==> src/rtl/stq_pkg.sv <==
// shared types, codes and constants of the sorted timer event queue
package stq_pkg;

    localparam int QUEUE_DEPTH_DEF = 16;
    localparam int NUM_HANDLES     = 16;
    localparam int HANDLE_W        = 4;
    localparam int CMD_W           = 2;
    localparam int KIND_W          = 3;
    localparam int DELAY_W         = 32;
    localparam int TAG_W           = 16;
    localparam int TIME_W          = 64;

    localparam logic [CMD_W-1:0] CMD_INSERT = 2'd0;
    localparam logic [CMD_W-1:0] CMD_DROP   = 2'd1;
    localparam logic [CMD_W-1:0] CMD_TICK   = 2'd2;

    localparam logic [KIND_W-1:0] KIND_INSERTED   = 3'd0;
    localparam logic [KIND_W-1:0] KIND_QUEUE_FULL = 3'd1;
    localparam logic [KIND_W-1:0] KIND_DROPPED    = 3'd2;
    localparam logic [KIND_W-1:0] KIND_NOT_FOUND  = 3'd3;
    localparam logic [KIND_W-1:0] KIND_FIRED      = 3'd4;
    localparam logic [KIND_W-1:0] KIND_TICK_DONE  = 3'd5;

    typedef enum logic [1:0] {
        OP_NONE,
        OP_INSERT,
        OP_DROP,
        OP_FIRE
    } op_t;

    typedef struct packed {
        logic                valid;
        logic [TIME_W-1:0]   deadline;
        logic [TAG_W-1:0]    tag;
        logic [HANDLE_W-1:0] handle;
    } entry_t;

    typedef struct packed {
        op_t                 op;
        logic [TIME_W-1:0]   deadline;
        logic [TAG_W-1:0]    tag;
        logic [HANDLE_W-1:0] handle;
        logic [HANDLE_W-1:0] drop_handle;
    } cell_ctrl_t;

endpackage

==> src/rtl/stq_req_if.sv <==
// request channel of the sorted timer event queue
interface stq_req_if;
    logic                           valid;
    logic                           ready;
    logic [stq_pkg::CMD_W-1:0]      cmd;
    logic [stq_pkg::DELAY_W-1:0]    delay;
    logic [stq_pkg::TAG_W-1:0]      event_tag;
    logic [stq_pkg::HANDLE_W-1:0]   drop_handle;

    modport source (output valid, output cmd, output delay, output event_tag,
                    output drop_handle, input ready);
    modport sink   (input valid, input cmd, input delay, input event_tag,
                    input drop_handle, output ready);
endinterface

==> src/rtl/stq_rsp_if.sv <==
// response channel of the sorted timer event queue
interface stq_rsp_if;
    logic                           valid;
    logic                           ready;
    logic [stq_pkg::KIND_W-1:0]     kind;
    logic [stq_pkg::HANDLE_W-1:0]   handle;
    logic [stq_pkg::TAG_W-1:0]      fired_tag;
    logic [stq_pkg::TIME_W-1:0]     time_now;
    logic                           last;

    modport source (output valid, output kind, output handle, output fired_tag,
                    output time_now, output last, input ready);
    modport sink   (input valid, input kind, input handle, input fired_tag,
                    input time_now, input last, output ready);
endinterface

==> src/rtl/stq_cell.sv <==
// one queue cell: holds one event and trades it with its neighbors
module stq_cell (
    input  logic                clk,
    input  logic                rst_n,
    input  stq_pkg::cell_ctrl_t ctrl,
    input  stq_pkg::entry_t     left_entry,
    input  logic                left_hit,
    input  logic                left_after,
    input  stq_pkg::entry_t     right_entry,
    output stq_pkg::entry_t     entry,
    output logic                hit,
    output logic                after
);

    logic                          valid_reg;
    logic                          valid_next;
    logic [stq_pkg::TIME_W-1:0]    deadline_reg;
    logic [stq_pkg::TIME_W-1:0]    deadline_next;
    logic [stq_pkg::TAG_W-1:0]     tag_reg;
    logic [stq_pkg::TAG_W-1:0]     tag_next;
    logic [stq_pkg::HANDLE_W-1:0]  handle_reg;
    logic [stq_pkg::HANDLE_W-1:0]  handle_next;
    logic                          take_left;
    logic                          take_new;
    logic                          take_right;

    assign entry.valid    = valid_reg;
    assign entry.deadline = deadline_reg;
    assign entry.tag      = tag_reg;
    assign entry.handle   = handle_reg;

    // insert point: first cell that is empty or not earlier than the new deadline
    assign hit   = !valid_reg || (ctrl.deadline <= deadline_reg);
    assign after = left_after || (valid_reg && (handle_reg == ctrl.drop_handle));

    always_comb
    begin
        take_left  = 1'b0;
        take_new   = 1'b0;
        take_right = 1'b0;
        unique case (ctrl.op)
            stq_pkg::OP_NONE:
            begin
                take_left = 1'b0;
            end
            stq_pkg::OP_INSERT:
            begin
                take_left = left_hit;
                take_new  = !left_hit && hit;
            end
            stq_pkg::OP_DROP:
            begin
                take_right = after;
            end
            stq_pkg::OP_FIRE:
            begin
                take_right = 1'b1;
            end
        endcase
    end

    always_comb
    begin
        valid_next    = valid_reg;
        deadline_next = deadline_reg;
        tag_next      = tag_reg;
        handle_next   = handle_reg;
        priority if (take_left)
        begin
            valid_next    = left_entry.valid;
            deadline_next = left_entry.deadline;
            tag_next      = left_entry.tag;
            handle_next   = left_entry.handle;
        end
        else if (take_new)
        begin
            valid_next    = 1'b1;
            deadline_next = ctrl.deadline;
            tag_next      = ctrl.tag;
            handle_next   = ctrl.handle;
        end
        else if (take_right)
        begin
            valid_next    = right_entry.valid;
            deadline_next = right_entry.deadline;
            tag_next      = right_entry.tag;
            handle_next   = right_entry.handle;
        end
    end

    always_ff @(posedge clk or negedge rst_n)
    begin
        if (!rst_n)
        begin
            valid_reg <= 1'b0;
        end
        else
        begin
            valid_reg <= valid_next;
        end
    end

    always_ff @(posedge clk)
    begin
        deadline_reg <= deadline_next;
        tag_reg      <= tag_next;
        handle_reg   <= handle_next;
    end

endmodule

==> src/rtl/sorted_timer_event_queue.sv <==
// sorted timer event queue: tick counter and a deadline-sorted chain of event cells
// insert and drop: the request is registered, then the chain is updated and the
// response register loaded once it is free; a new request is taken only in idle
// tick: count incremented, then one fired event per cycle from the head cell while
// the response register is free, then the tick-done transfer
// reset clears the tick count, all cell valid bits and the handle map at once
module sorted_timer_event_queue #(
    parameter int QUEUE_DEPTH = stq_pkg::QUEUE_DEPTH_DEF
) (
    input  logic      clk,
    input  logic      rst_n,
    stq_req_if.sink   req,
    stq_rsp_if.source rsp
);

    localparam logic [1:0] ST_IDLE = 2'd0;
    localparam logic [1:0] ST_EXEC = 2'd1;
    localparam logic [1:0] ST_FIRE = 2'd2;

    logic [1:0]                      state_reg;
    logic [1:0]                      state_next;
    logic [stq_pkg::TIME_W-1:0]      now_reg;
    logic [stq_pkg::TIME_W-1:0]      now_next;
    logic [stq_pkg::CMD_W-1:0]       cmd_reg;
    logic [stq_pkg::TIME_W-1:0]      dl_reg;
    logic [stq_pkg::TAG_W-1:0]       tag_reg;
    logic [stq_pkg::HANDLE_W-1:0]    dh_reg;
    logic [stq_pkg::NUM_HANDLES-1:0] in_use_reg;
    logic [stq_pkg::NUM_HANDLES-1:0] in_use_next;

    logic                            out_valid_reg;
    logic                            out_valid_next;
    logic [stq_pkg::KIND_W-1:0]      out_kind_reg;
    logic [stq_pkg::KIND_W-1:0]      out_kind_next;
    logic [stq_pkg::HANDLE_W-1:0]    out_handle_reg;
    logic [stq_pkg::HANDLE_W-1:0]    out_handle_next;
    logic [stq_pkg::TAG_W-1:0]       out_tag_reg;
    logic [stq_pkg::TAG_W-1:0]       out_tag_next;
    logic [stq_pkg::TIME_W-1:0]      out_time_reg;
    logic [stq_pkg::TIME_W-1:0]      out_time_next;
    logic                            out_last_reg;
    logic                            out_last_next;

    logic                            req_fire;
    logic                            out_free;
    logic                            full;
    logic                            found;
    logic                            head_due;
    logic [stq_pkg::HANDLE_W-1:0]    free_handle;
    stq_pkg::op_t                    ctrl_op;
    stq_pkg::cell_ctrl_t             ctrl;
    stq_pkg::entry_t                 cell_entry [QUEUE_DEPTH];
    logic [QUEUE_DEPTH-1:0]          cell_hit;
    logic [QUEUE_DEPTH-1:0]          cell_after;
    logic [QUEUE_DEPTH-1:0]          valid_vec;

    function automatic logic [stq_pkg::HANDLE_W-1:0] lowest_free(
        input logic [stq_pkg::NUM_HANDLES-1:0] used
    );
        logic [stq_pkg::HANDLE_W-1:0] h;
        h = '0;
        for (int i = stq_pkg::NUM_HANDLES - 1; i >= 0; i--)
        begin
            if (!used[i])
            begin
                h = stq_pkg::HANDLE_W'(i);
            end
        end
        return h;
    endfunction

    genvar gi;
    generate
        for (gi = 0; gi < QUEUE_DEPTH; gi++)
        begin : g_cell
            stq_pkg::entry_t left_entry;
            stq_pkg::entry_t right_entry;
            logic            left_hit;
            logic            left_after;

            if (gi == 0)
            begin : g_first
                assign left_entry = '0;
                assign left_hit   = 1'b0;
                assign left_after = 1'b0;
            end
            else
            begin : g_mid
                assign left_entry = cell_entry[gi-1];
                assign left_hit   = cell_hit[gi-1];
                assign left_after = cell_after[gi-1];
            end

            if (gi == QUEUE_DEPTH - 1)
            begin : g_last
                assign right_entry = '0;
            end
            else
            begin : g_inner
                assign right_entry = cell_entry[gi+1];
            end

            stq_cell u_cell (
                .clk         (clk),
                .rst_n       (rst_n),
                .ctrl        (ctrl),
                .left_entry  (left_entry),
                .left_hit    (left_hit),
                .left_after  (left_after),
                .right_entry (right_entry),
                .entry       (cell_entry[gi]),
                .hit         (cell_hit[gi]),
                .after       (cell_after[gi])
            );

            assign valid_vec[gi] = cell_entry[gi].valid;
        end
    endgenerate

    assign req.ready   = (state_reg == ST_IDLE);
    assign req_fire    = req.valid && req.ready;
    assign out_free    = !out_valid_reg || rsp.ready;
    assign full        = valid_vec[QUEUE_DEPTH-1] || (&in_use_reg);
    assign found       = cell_after[QUEUE_DEPTH-1];
    assign head_due    = cell_entry[0].valid && (now_reg >= cell_entry[0].deadline);
    assign free_handle = lowest_free(in_use_reg);

    assign ctrl.op          = ctrl_op;
    assign ctrl.deadline    = dl_reg;
    assign ctrl.tag         = tag_reg;
    assign ctrl.handle      = free_handle;
    assign ctrl.drop_handle = dh_reg;

    always_comb
    begin
        state_next      = state_reg;
        now_next        = now_reg;
        in_use_next     = in_use_reg;
        ctrl_op         = stq_pkg::OP_NONE;
        out_valid_next  = out_valid_reg && !rsp.ready;
        out_kind_next   = out_kind_reg;
        out_handle_next = out_handle_reg;
        out_tag_next    = out_tag_reg;
        out_time_next   = out_time_reg;
        out_last_next   = out_last_reg;

        unique case (state_reg)
            ST_IDLE:
            begin
                if (req_fire)
                begin
                    if (req.cmd == stq_pkg::CMD_TICK)
                    begin
                        now_next   = now_reg + stq_pkg::TIME_W'(1);
                        state_next = ST_FIRE;
                    end
                    else if (req.cmd == stq_pkg::CMD_INSERT || req.cmd == stq_pkg::CMD_DROP)
                    begin
                        state_next = ST_EXEC;
                    end
                end
            end
            ST_EXEC:
            begin
                if (out_free)
                begin
                    out_valid_next = 1'b1;
                    out_tag_next   = '0;
                    out_time_next  = now_reg;
                    out_last_next  = 1'b1;
                    state_next     = ST_IDLE;
                    if (cmd_reg == stq_pkg::CMD_INSERT)
                    begin
                        if (full)
                        begin
                            out_kind_next   = stq_pkg::KIND_QUEUE_FULL;
                            out_handle_next = '0;
                        end
                        else
                        begin
                            ctrl_op                  = stq_pkg::OP_INSERT;
                            in_use_next[free_handle] = 1'b1;
                            out_kind_next            = stq_pkg::KIND_INSERTED;
                            out_handle_next          = free_handle;
                        end
                    end
                    else
                    begin
                        ctrl_op         = stq_pkg::OP_DROP;
                        out_handle_next = dh_reg;
                        if (found)
                        begin
                            in_use_next[dh_reg] = 1'b0;
                            out_kind_next       = stq_pkg::KIND_DROPPED;
                        end
                        else
                        begin
                            out_kind_next = stq_pkg::KIND_NOT_FOUND;
                        end
                    end
                end
            end
            ST_FIRE:
            begin
                if (out_free)
                begin
                    out_valid_next = 1'b1;
                    out_time_next  = now_reg;
                    if (head_due)
                    begin
                        ctrl_op                           = stq_pkg::OP_FIRE;
                        in_use_next[cell_entry[0].handle] = 1'b0;
                        out_kind_next                     = stq_pkg::KIND_FIRED;
                        out_handle_next                   = cell_entry[0].handle;
                        out_tag_next                      = cell_entry[0].tag;
                        out_last_next                     = 1'b0;
                    end
                    else
                    begin
                        out_kind_next   = stq_pkg::KIND_TICK_DONE;
                        out_handle_next = '0;
                        out_tag_next    = '0;
                        out_last_next   = 1'b1;
                        state_next      = ST_IDLE;
                    end
                end
            end
            default:
            begin
                state_next = ST_IDLE;
            end
        endcase
    end

    always_ff @(posedge clk or negedge rst_n)
    begin
        if (!rst_n)
        begin
            state_reg     <= ST_IDLE;
            now_reg       <= '0;
            in_use_reg    <= '0;
            out_valid_reg <= 1'b0;
        end
        else
        begin
            state_reg     <= state_next;
            now_reg       <= now_next;
            in_use_reg    <= in_use_next;
            out_valid_reg <= out_valid_next;
        end
    end

    always_ff @(posedge clk)
    begin
        if (req_fire)
        begin
            cmd_reg <= req.cmd;
            dl_reg  <= now_reg + {{(stq_pkg::TIME_W - stq_pkg::DELAY_W){1'b0}}, req.delay};
            tag_reg <= req.event_tag;
            dh_reg  <= req.drop_handle;
        end
        out_kind_reg   <= out_kind_next;
        out_handle_reg <= out_handle_next;
        out_tag_reg    <= out_tag_next;
        out_time_reg   <= out_time_next;
        out_last_reg   <= out_last_next;
    end

    assign rsp.valid     = out_valid_reg;
    assign rsp.kind      = out_kind_reg;
    assign rsp.handle    = out_handle_reg;
    assign rsp.fired_tag = out_tag_reg;
    assign rsp.time_now  = out_time_reg;
    assign rsp.last      = out_last_reg;

`ifndef ASSERT_OFF
    a_handles_match_cells: assert property (@(posedge clk) disable iff (!rst_n)
        $countones(in_use_reg) == $countones(valid_vec))
        else $error("handle map and queued cells disagree");

    a_valid_prefix: assert property (@(posedge clk) disable iff (!rst_n)
        $onehot({1'b0, valid_vec} + {{QUEUE_DEPTH{1'b0}}, 1'b1}))
        else $error("valid cells do not form a prefix");

    a_head_sorted: assert property (@(posedge clk) disable iff (!rst_n)
        valid_vec[1] |-> (cell_entry[0].deadline <= cell_entry[1].deadline))
        else $error("queue head out of deadline order");

    a_tick_ends_done: assert property (@(posedge clk) disable iff (!rst_n)
        (state_reg == ST_FIRE && state_next == ST_IDLE)
            |=> (out_valid_reg && out_kind_reg == stq_pkg::KIND_TICK_DONE && out_last_reg))
        else $error("tick finished without tick-done transfer");

    a_insert_sets_handle: assert property (@(posedge clk) disable iff (!rst_n)
        (ctrl_op == stq_pkg::OP_INSERT) |=> in_use_reg[$past(free_handle)])
        else $error("inserted handle not marked in use");
`endif

endmodule
==> src/flat_wrapper.sv <==
// flat-port wrapper written by rule: the top's interface ports become plain ports
module sorted_timer_event_queue_flat 
#(
    parameter int QUEUE_DEPTH = stq_pkg::QUEUE_DEPTH_DEF
)
  (clk, rst_n, req_valid, req_cmd, req_delay, req_event_tag, req_drop_handle, req_ready, rsp_valid, rsp_kind, rsp_handle, rsp_fired_tag, rsp_time_now, rsp_last, rsp_ready);
  stq_req_if req_i ();
  stq_rsp_if rsp_i ();
  input  logic clk;
  input  logic rst_n;
  input wire logic [$bits(req_i.valid)-1:0] req_valid;
  input wire logic [$bits(req_i.cmd)-1:0] req_cmd;
  input wire logic [$bits(req_i.delay)-1:0] req_delay;
  input wire logic [$bits(req_i.event_tag)-1:0] req_event_tag;
  input wire logic [$bits(req_i.drop_handle)-1:0] req_drop_handle;
  output wire logic [$bits(req_i.ready)-1:0] req_ready;
  output wire logic [$bits(rsp_i.valid)-1:0] rsp_valid;
  output wire logic [$bits(rsp_i.kind)-1:0] rsp_kind;
  output wire logic [$bits(rsp_i.handle)-1:0] rsp_handle;
  output wire logic [$bits(rsp_i.fired_tag)-1:0] rsp_fired_tag;
  output wire logic [$bits(rsp_i.time_now)-1:0] rsp_time_now;
  output wire logic [$bits(rsp_i.last)-1:0] rsp_last;
  input wire logic [$bits(rsp_i.ready)-1:0] rsp_ready;
  assign req_i.valid = req_valid;
  assign req_i.cmd = req_cmd;
  assign req_i.delay = req_delay;
  assign req_i.event_tag = req_event_tag;
  assign req_i.drop_handle = req_drop_handle;
  assign req_ready = req_i.ready;
  assign rsp_valid = rsp_i.valid;
  assign rsp_kind = rsp_i.kind;
  assign rsp_handle = rsp_i.handle;
  assign rsp_fired_tag = rsp_i.fired_tag;
  assign rsp_time_now = rsp_i.time_now;
  assign rsp_last = rsp_i.last;
  assign rsp_i.ready = rsp_ready;
  sorted_timer_event_queue #(.QUEUE_DEPTH(QUEUE_DEPTH)) u_core (.clk(clk), .rst_n(rst_n), .req(req_i), .rsp(rsp_i));
endmodule
==> config.mk <==
export PLATFORM = sky130hd
export DESIGN_NAME = sorted_timer_event_queue_flat
export DESIGN_NICKNAME = d
export VERILOG_FILES = /design/src/rtl/stq_pkg.sv /design/src/rtl/stq_req_if.sv /design/src/rtl/stq_rsp_if.sv /design/src/rtl/stq_cell.sv /design/src/rtl/sorted_timer_event_queue.sv /design/src/flat_wrapper.sv
export SDC_FILE = /design/constraint.sdc
export NUM_CORES = 2
export LEC_CHECK = 0
export BUFFER_PORTS_ARGS = -buffer_cell sky130_fd_sc_hd__buf_2
export CORE_MARGIN = 2
export CORE_UTILIZATION = 54
export DETAILED_ROUTE_END_ITERATION = 10
export GPL_TIMING_DRIVEN = 0
export PLACE_DENSITY = 0.73
export SLEW_MARGIN = 20
export SYNTH_ARGS = -nofsm -noshare
export SYNTH_HDL_FRONTEND = slang
export SYNTH_SLANG_ARGS = --single-unit
==> constraint.sdc <==
create_clock -name clk -period 9.5 [get_ports clk]
set_clock_uncertainty 0.15 [all_clocks]
set_input_delay 0.475 -clock clk [delete_from_list [all_inputs] [get_ports clk]]
set_output_delay 0.475 -clock clk [all_outputs]
set_load 0.02 [all_outputs]
== Yosys cells after proc, flatten, opt, wreduce, memory -nomap -nowiden ==
Cells that the tools add are included.
Widths: inputs -> output; s select.

* Bits in registers: 1,617
* Output and inout port bits: 90

* $add $sub $neg: 2
* Magnitude comparators: 23
* Equal/unequal tests: 31
* Multiplexer cells: 299
* Bitwise logic cells: 5
* Reduce and logical (&&, ||, !) cells: 131

{| class="wikitable"
|+ Operators by type and width
! kind !! number
|-
| $mux 64 || 47
|-
| $le 64x64->1 || 16
|-
| $mux 16 || 56
|-
| $mux 4 || 68
|-
| $mux 1 || 89
|-
| $add 64x1->64 const B || 1
|-
| $add 64x32->64 || 1
|-
| $eq 4x4->1 || 16
|-
| $ge 64x64->1 || 1
|-
| $pmux 16 s2 || 2
|-
| $reduce_bool 3->1 || 15
|-
| $logic_and 1x1->1 || 37
|-
| $logic_or 1x1->1 || 34
|-
| $pmux 1 s2 || 17
|-
| $logic_not 1->1 || 33
|-
| $and 16x16->16 || 2
|-
| $not 16->16 || 2
|-
| $mux 2 || 10
|-
| $or 16x16->16 || 1
|-
| $reduce_and 16->1 || 1
|-
| $lt 4x5->1 const B || 3
|-
| $demux 1 s4 || 3
|-
| $ge 4x1->1 const B || 3
|-
| $mux 3 || 3
|-
| 17 further kinds || 30
|}

== Longest topological paths before layout ==
* Depth after elaboration: 25
* Gate-level depth with buffers: 15

== By module ==
Synthesis repeated with hierarchy kept, for this count alone.

* Cells, all modules: 12,984
* Area total of the unflattened synthesis: 118,488.6 µm²

{| class="wikitable"
|+ Modules (own cells, without submodules)
! module !! times used !! cells each !! area an instance (µm²)
|-
| stq_cell || 16 || 735 || 6,546.3
|-
| sorted_timer_event_queue || 1 || 1,224 || 13,748.2
|}

== Least setup slack after synthesis ==
Ideal clock, no wire load.

* Kind: register to register
* Start point: register u_core.dl_reg[18] (netlist bit)
* End point: register u_core.g_cell[13].u_cell.valid_reg
* Arrival: 9,137 ps
* Required time: 8,933 ps
* Slack: -204 ps
* Stages on the path, launching flop included: 14
* Buffers on the path: 2
* Period minus slack after synthesis: 9,704 ps
* Cells stage by stage: edfxtp_1 -> ha_1 -> nand4_1 -> nor4_1 -> nand2_1 -> or3_1 -> o41ai_1 -> or4_1 -> o22a_1 -> buf_2 -> buf_2 -> nor2_1 -> o21ai_0 -> o21ai_0

* Cells in the longest elaborated chain, start to end: 7
* Elaborated cells between the ends (all ways): 11

{| class="wikitable"
|+ Ends and longest elaborated chain
! what !! line !! source
|-
| start, declared || sorted_timer_event_queue.sv:25 || <nowiki>logic [stq_pkg::TIME_W-1:0] dl_reg;</nowiki>
|-
| start signal, assigned || sorted_timer_event_queue.sv:258 || <nowiki>dl_reg <= now_reg + {{(stq_pkg::TIME_W - stq_pkg::DELAY_W){1'b0}}, req.delay};</nowiki>
|-
| $le 64x64->1 || stq_cell.sv:33 || <nowiki>assign hit = !valid_reg || (ctrl.deadline <= deadline_reg);</nowiki>
|-
| $logic_or 1x1->1 || stq_cell.sv:33 ||
|-
| $logic_not 1->1 || stq_cell.sv:49 || <nowiki>take_new = !left_hit && hit;</nowiki>
|-
| $logic_and 1x1->1 || stq_cell.sv:49 ||
|-
| $mux 1 || stq_cell.sv:41 || <nowiki>unique case (ctrl.op)</nowiki>
|-
| $mux 1 || stq_cell.sv:75 || <nowiki>else if (take_new)</nowiki>
|-
| $mux 1 || stq_cell.sv:68 || <nowiki>priority if (take_left)</nowiki>
|-
| end signal, assigned || stq_cell.sv:99 || <nowiki>valid_reg <= valid_next;</nowiki>
|-
| end, declared || stq_cell.sv:15 || <nowiki>logic valid_reg;</nowiki>
|}

Parallel ways exist; a longest one is shown, timed or not.
A chain may end at the register's enable or synchronous reset.

== Worst setup path after layout ==
* Start point: register u_core.dl_reg[59] (netlist bit)
* End point: register u_core.g_cell[1].u_cell.deadline_reg[23] (netlist bit), data pin

* Cells in the longest elaborated chain, start to end: 7
* Elaborated cells between the ends (all ways): 10

{| class="wikitable"
|+ Ends and longest elaborated chain
! what !! line !! source
|-
| $le 64x64->1 || stq_cell.sv:33 ||
|-
| $logic_or 1x1->1 || stq_cell.sv:33 ||
|-
| $logic_not 1->1 || stq_cell.sv:49 ||
|-
| $logic_and 1x1->1 || stq_cell.sv:49 ||
|-
| $mux 1 || stq_cell.sv:41 ||
|-
| $mux 64 || stq_cell.sv:75 ||
|-
| $mux 64 (*) || stq_cell.sv:68 ||
|-
| named net u_core.g_cell[1].u_cell.deadline_next, one bit || stq_cell.sv:18 || <nowiki>logic [stq_pkg::TIME_W-1:0] deadline_next;</nowiki>
|-
| end signal, assigned || stq_cell.sv:105 || <nowiki>deadline_reg <= deadline_next;</nowiki>
|-
| end, declared || stq_cell.sv:17 || <nowiki>logic [stq_pkg::TIME_W-1:0] deadline_reg;</nowiki>
|}

The timed path passes the listed nets; every way through them passes the cells marked *.

==> metrics.md <==
| Metric | Value |
|---|---|
| Initial core utilization | `between 50% and 60%` |
| GR Overflow Total | `0` |
| Post-CTS Setup Repair Bufs | `0` |
| GR Util met3 | `14.6%` |
| Cell taking the most area after synthesis | `edfxtp_1` |
| Mapped cell area | `approximately 100000 sq um` |
| PortBufs | `approximately 150` |
| Power Total | `approximately 28000 uW` |
| Initial antenna violation count | `43` |
| Vias | `92700` |
| Antenna viol nets, final | `0` |
| Most common cell in the netlist | `edfxtp_1` |
| Ys async rst share | `under 10%` |
| Vias in the first global route | `about 91000` |
| Drc violations | `0` |
| Max reg flops | `roughly 1000` |
| Share of the synthesized area in the top cell type | `between 40% and 50%` |
| Crit path time final | `8.54 ns` |
| Placed cells | `13200` |
| Worst path slowest cell | `nand4_1` |
| Net Count, Synth | `around 12000` |
| Mapped Cells | `about 10000` |
| CTS clk-pin slew, worst paths | `around 0.060 ns` |
| Most used routing layer | `met2` |
| Crit-path max FO | `21` |
| Non-Filler Instances | `approximately 14000` |
| Vias per cell | `a little under 7` |
| Clock buffer depth | `3` |
| CTS Buf Count | `~190` |
| # setup viols final | `0` |
| Die W | `roughly 440 microns` |
| Die Height | `around 440 microns` |
| CP Launch Type | `flop` |
| Multi-input logic area | `around 48000 sq um` |
| Critical Path RT | `10.05 ns` |
| Drt wl/cell | `approximately 30 microns` |
| Root Buffer | `clkbuf_16` |
| Global placer's final weighted congestion | `1.02` |
| Crit path capture type | `flop` |
| Synth Register Bits | `1617` |
| Routed WL | `approximately 420000 microns` |
| GRT Util Overall | `41.9%` |
| Met2 usage | `63.3%` |
| Worst path bufs/invs | `2` |
| Normalized max-slew margin | `8.57%` |
| Worst-skew pair later-pin latency | `around 0.90 ns` |
| Sequential fraction of the synthesis area | `between 40% and 50%` |
| Max-cap violation count | `0` |
| Row count | `about 160` |
| RSZ-0062 raised after global routing | `false` |
| Max Fclk | `0.117 GHz` |
| Top post-synthesis cells by count | `edfxtp_1 (1518), a21oi_1 (1099), nor2_1 (1074), ha_1 (1060), inv_1 (1016)` |
| Status | `finished, final reports clean` |
| Final Hold Viols | `0` |
| CTS H-tree lvls | `4` |
| HPWL after DPL | `about 320000 microns` |
| Layout cells sized above 1 | `between 7 and 8%` |
| Largest delay share family, worst path | `simple AND/OR/NAND/NOR gates` |
| Area contributors post-synth | `edfxtp_1 (45%), ha_1 (13%), o22ai_1 (5.7%)` |
| Number of enable flip-flop cells after synthesis | `roughly 1500` |
| WS Path Type | `flop to flop` |
| Seq. cell area | `roughly 48000 sq um` |
| Ports | `148` |
| HP Class | `input pin to flop` |
| P_leak | `between 0.04 and 0.05 uW` |
| Fillers | `between 15000 and 20000` |
| Synth unique cells | `90` |
| Post-layout nets | `between 10000 and 15000` |
| Die ar. | `slightly below 200000 sq um` |
| Worst VDD drop | `~0.2 mV` |
| Critical Path, Cell by Cell | `ha_1, nand4_1, nor3_1, nand4_1, or4_1, a21oi_1, nor4b_1, a31oi_4, nand2b_1, buf_2, buf_2, o22ai_1, a21oi_1` |
| CTS Sinks | `approximately 1600` |
| Clock tree from TritonCTS | `done` |
| Max incr delay on CP | `between 1 and 1.5 ns` |
| First-pass GRT wire length | `around 600000 microns` |
| Max Slew Vio Count | `0` |
| Dominant synthesized flop cell | `edfxtp_1` |
| Largest net degree at the start of global routing | `52` |
| Pwr Density | `240 nW/um^2` |
| Total core area | `~190000 sq um` |
| Syn Area/Cell | `just under 10 sq um` |
| Grt met1 use | `between 50% and 60%` |
| Drt pass-1 iters | `10` |
| Area Growth Syn to Fin | `12.3%` |
| Number of warnings issued by yosys | `0` |
| DR iter-0 viols | `approximately 14000` |
| Period utilization | `about nine tenths` |
| Worst Path Arrival | `about 9.1 ns` |
| Actual slew at the worst max-slew pin | `1.37 ns` |
repair_timing:
action	in CTS	in global routing
resized for setup	0	0
endpoints found under the hold margin	155	0
hold buffers	55	0
tightest hold or removal path, stage by stage:
cell and delay, ns:
buf_2 0.11, ha_1 0.22, xor2_1 0.09
worst paths after layout:
path	start	endpoint	slack [ns]	cells past startpoint
min in group asynchronous	rst_n	u_core.now_reg[21]	0.48	3
worst max-delay path	u_core.dl_reg[59]	u_core.g_cell[1].u_cell.deadline_reg[23]	0.96	13
worst min register to register	u_core.now_reg[46]	u_core.rsp.time_now[46]	0.36	0
worst min-delay path	req_delay[17]	u_core.dl_reg[17]	0.04	3
max in group asynchronous	rst_n	u_core.now_reg[9]	8.01	4
worst max register to register	u_core.dl_reg[59]	u_core.g_cell[1].u_cell.deadline_reg[23]	0.96	13
metal layers:
metal	share of wire, %	routed length [microns]	vias up
met2	44	181000	6311
met3	13	55100	1372
met1	35	147000	44800
met4	7.8	32300	16
li1	-	-	40200
met5	0.025	106	-
cells in the final DEF, fill, tap and decap left out, types with 134 or more instances in the layout:
master / count
o22ai_1: 933
a22oi_1: 281
a21oi_1: 1098
o21ai_0: 340
ha_1: 1060
nand4_1: 206
nand2_1: 646
clkbuf_1: 419
edfxtp_1: 1518
nand3_1: 199
clkbuf_16: 186
a21o_1: 176
o221ai_1: 134
inv_1: 1015
nor2_1: 1074
buf_2: 346
stage by stage:
| stage | cell area (sq um) | hold WS [ns] | setup TNS [ns] | worst slack (ns) | util, % |
|---|---|---|---|---|---|
| after floorplan | 102000 | 0.0294 | 0 | 0.221 | - |
| after global placement | 106000 | 0.326 | -1847.03 | -8.47 | 56.5 |
| after detailed placement | 108000 | 0.276 | 0 | 1.48 | 57.4 |
| after global routing | 115000 | 0.0709 | 0 | 1.24 | 61.1 |
| after CTS | 115000 | 0.00446 | 0 | 1.44 | 61.0 |
| final | 115000 | 0.0407 | 0 | 0.958 | 61.1 |
cells by family after synthesis:
family,share of synthesized area (%)
xor gates and xnor gates,1.62
muxes,0.225
DFF,46.9
AOI/OAI and AO/OA,20.8
adders and majority gates,13.0
and+or+nand+nor,10.8
buffers and inverters,6.74
power breakdown:
group	total [uW]	switching [uW]	internal, uW
Clock	7430	3250	4190
Sequential	10200	1080	9110
Combinational	10000	6790	3230
cell type report:
type	count	share of cell area, %
Sequential cell	1617	41.8
Timing Repair Buffer	282	2.54
Clock buffer	248	4.38
Tap cell	2495	2.71
Multi-Input combinational cell	7165	41.5
Inverter	1017	3.32
Antenna cell	37	0.0805
Clock inverter	96	0.955
Buffer	681	2.71
Note: power is estimated with default switching activity, not from simulation.
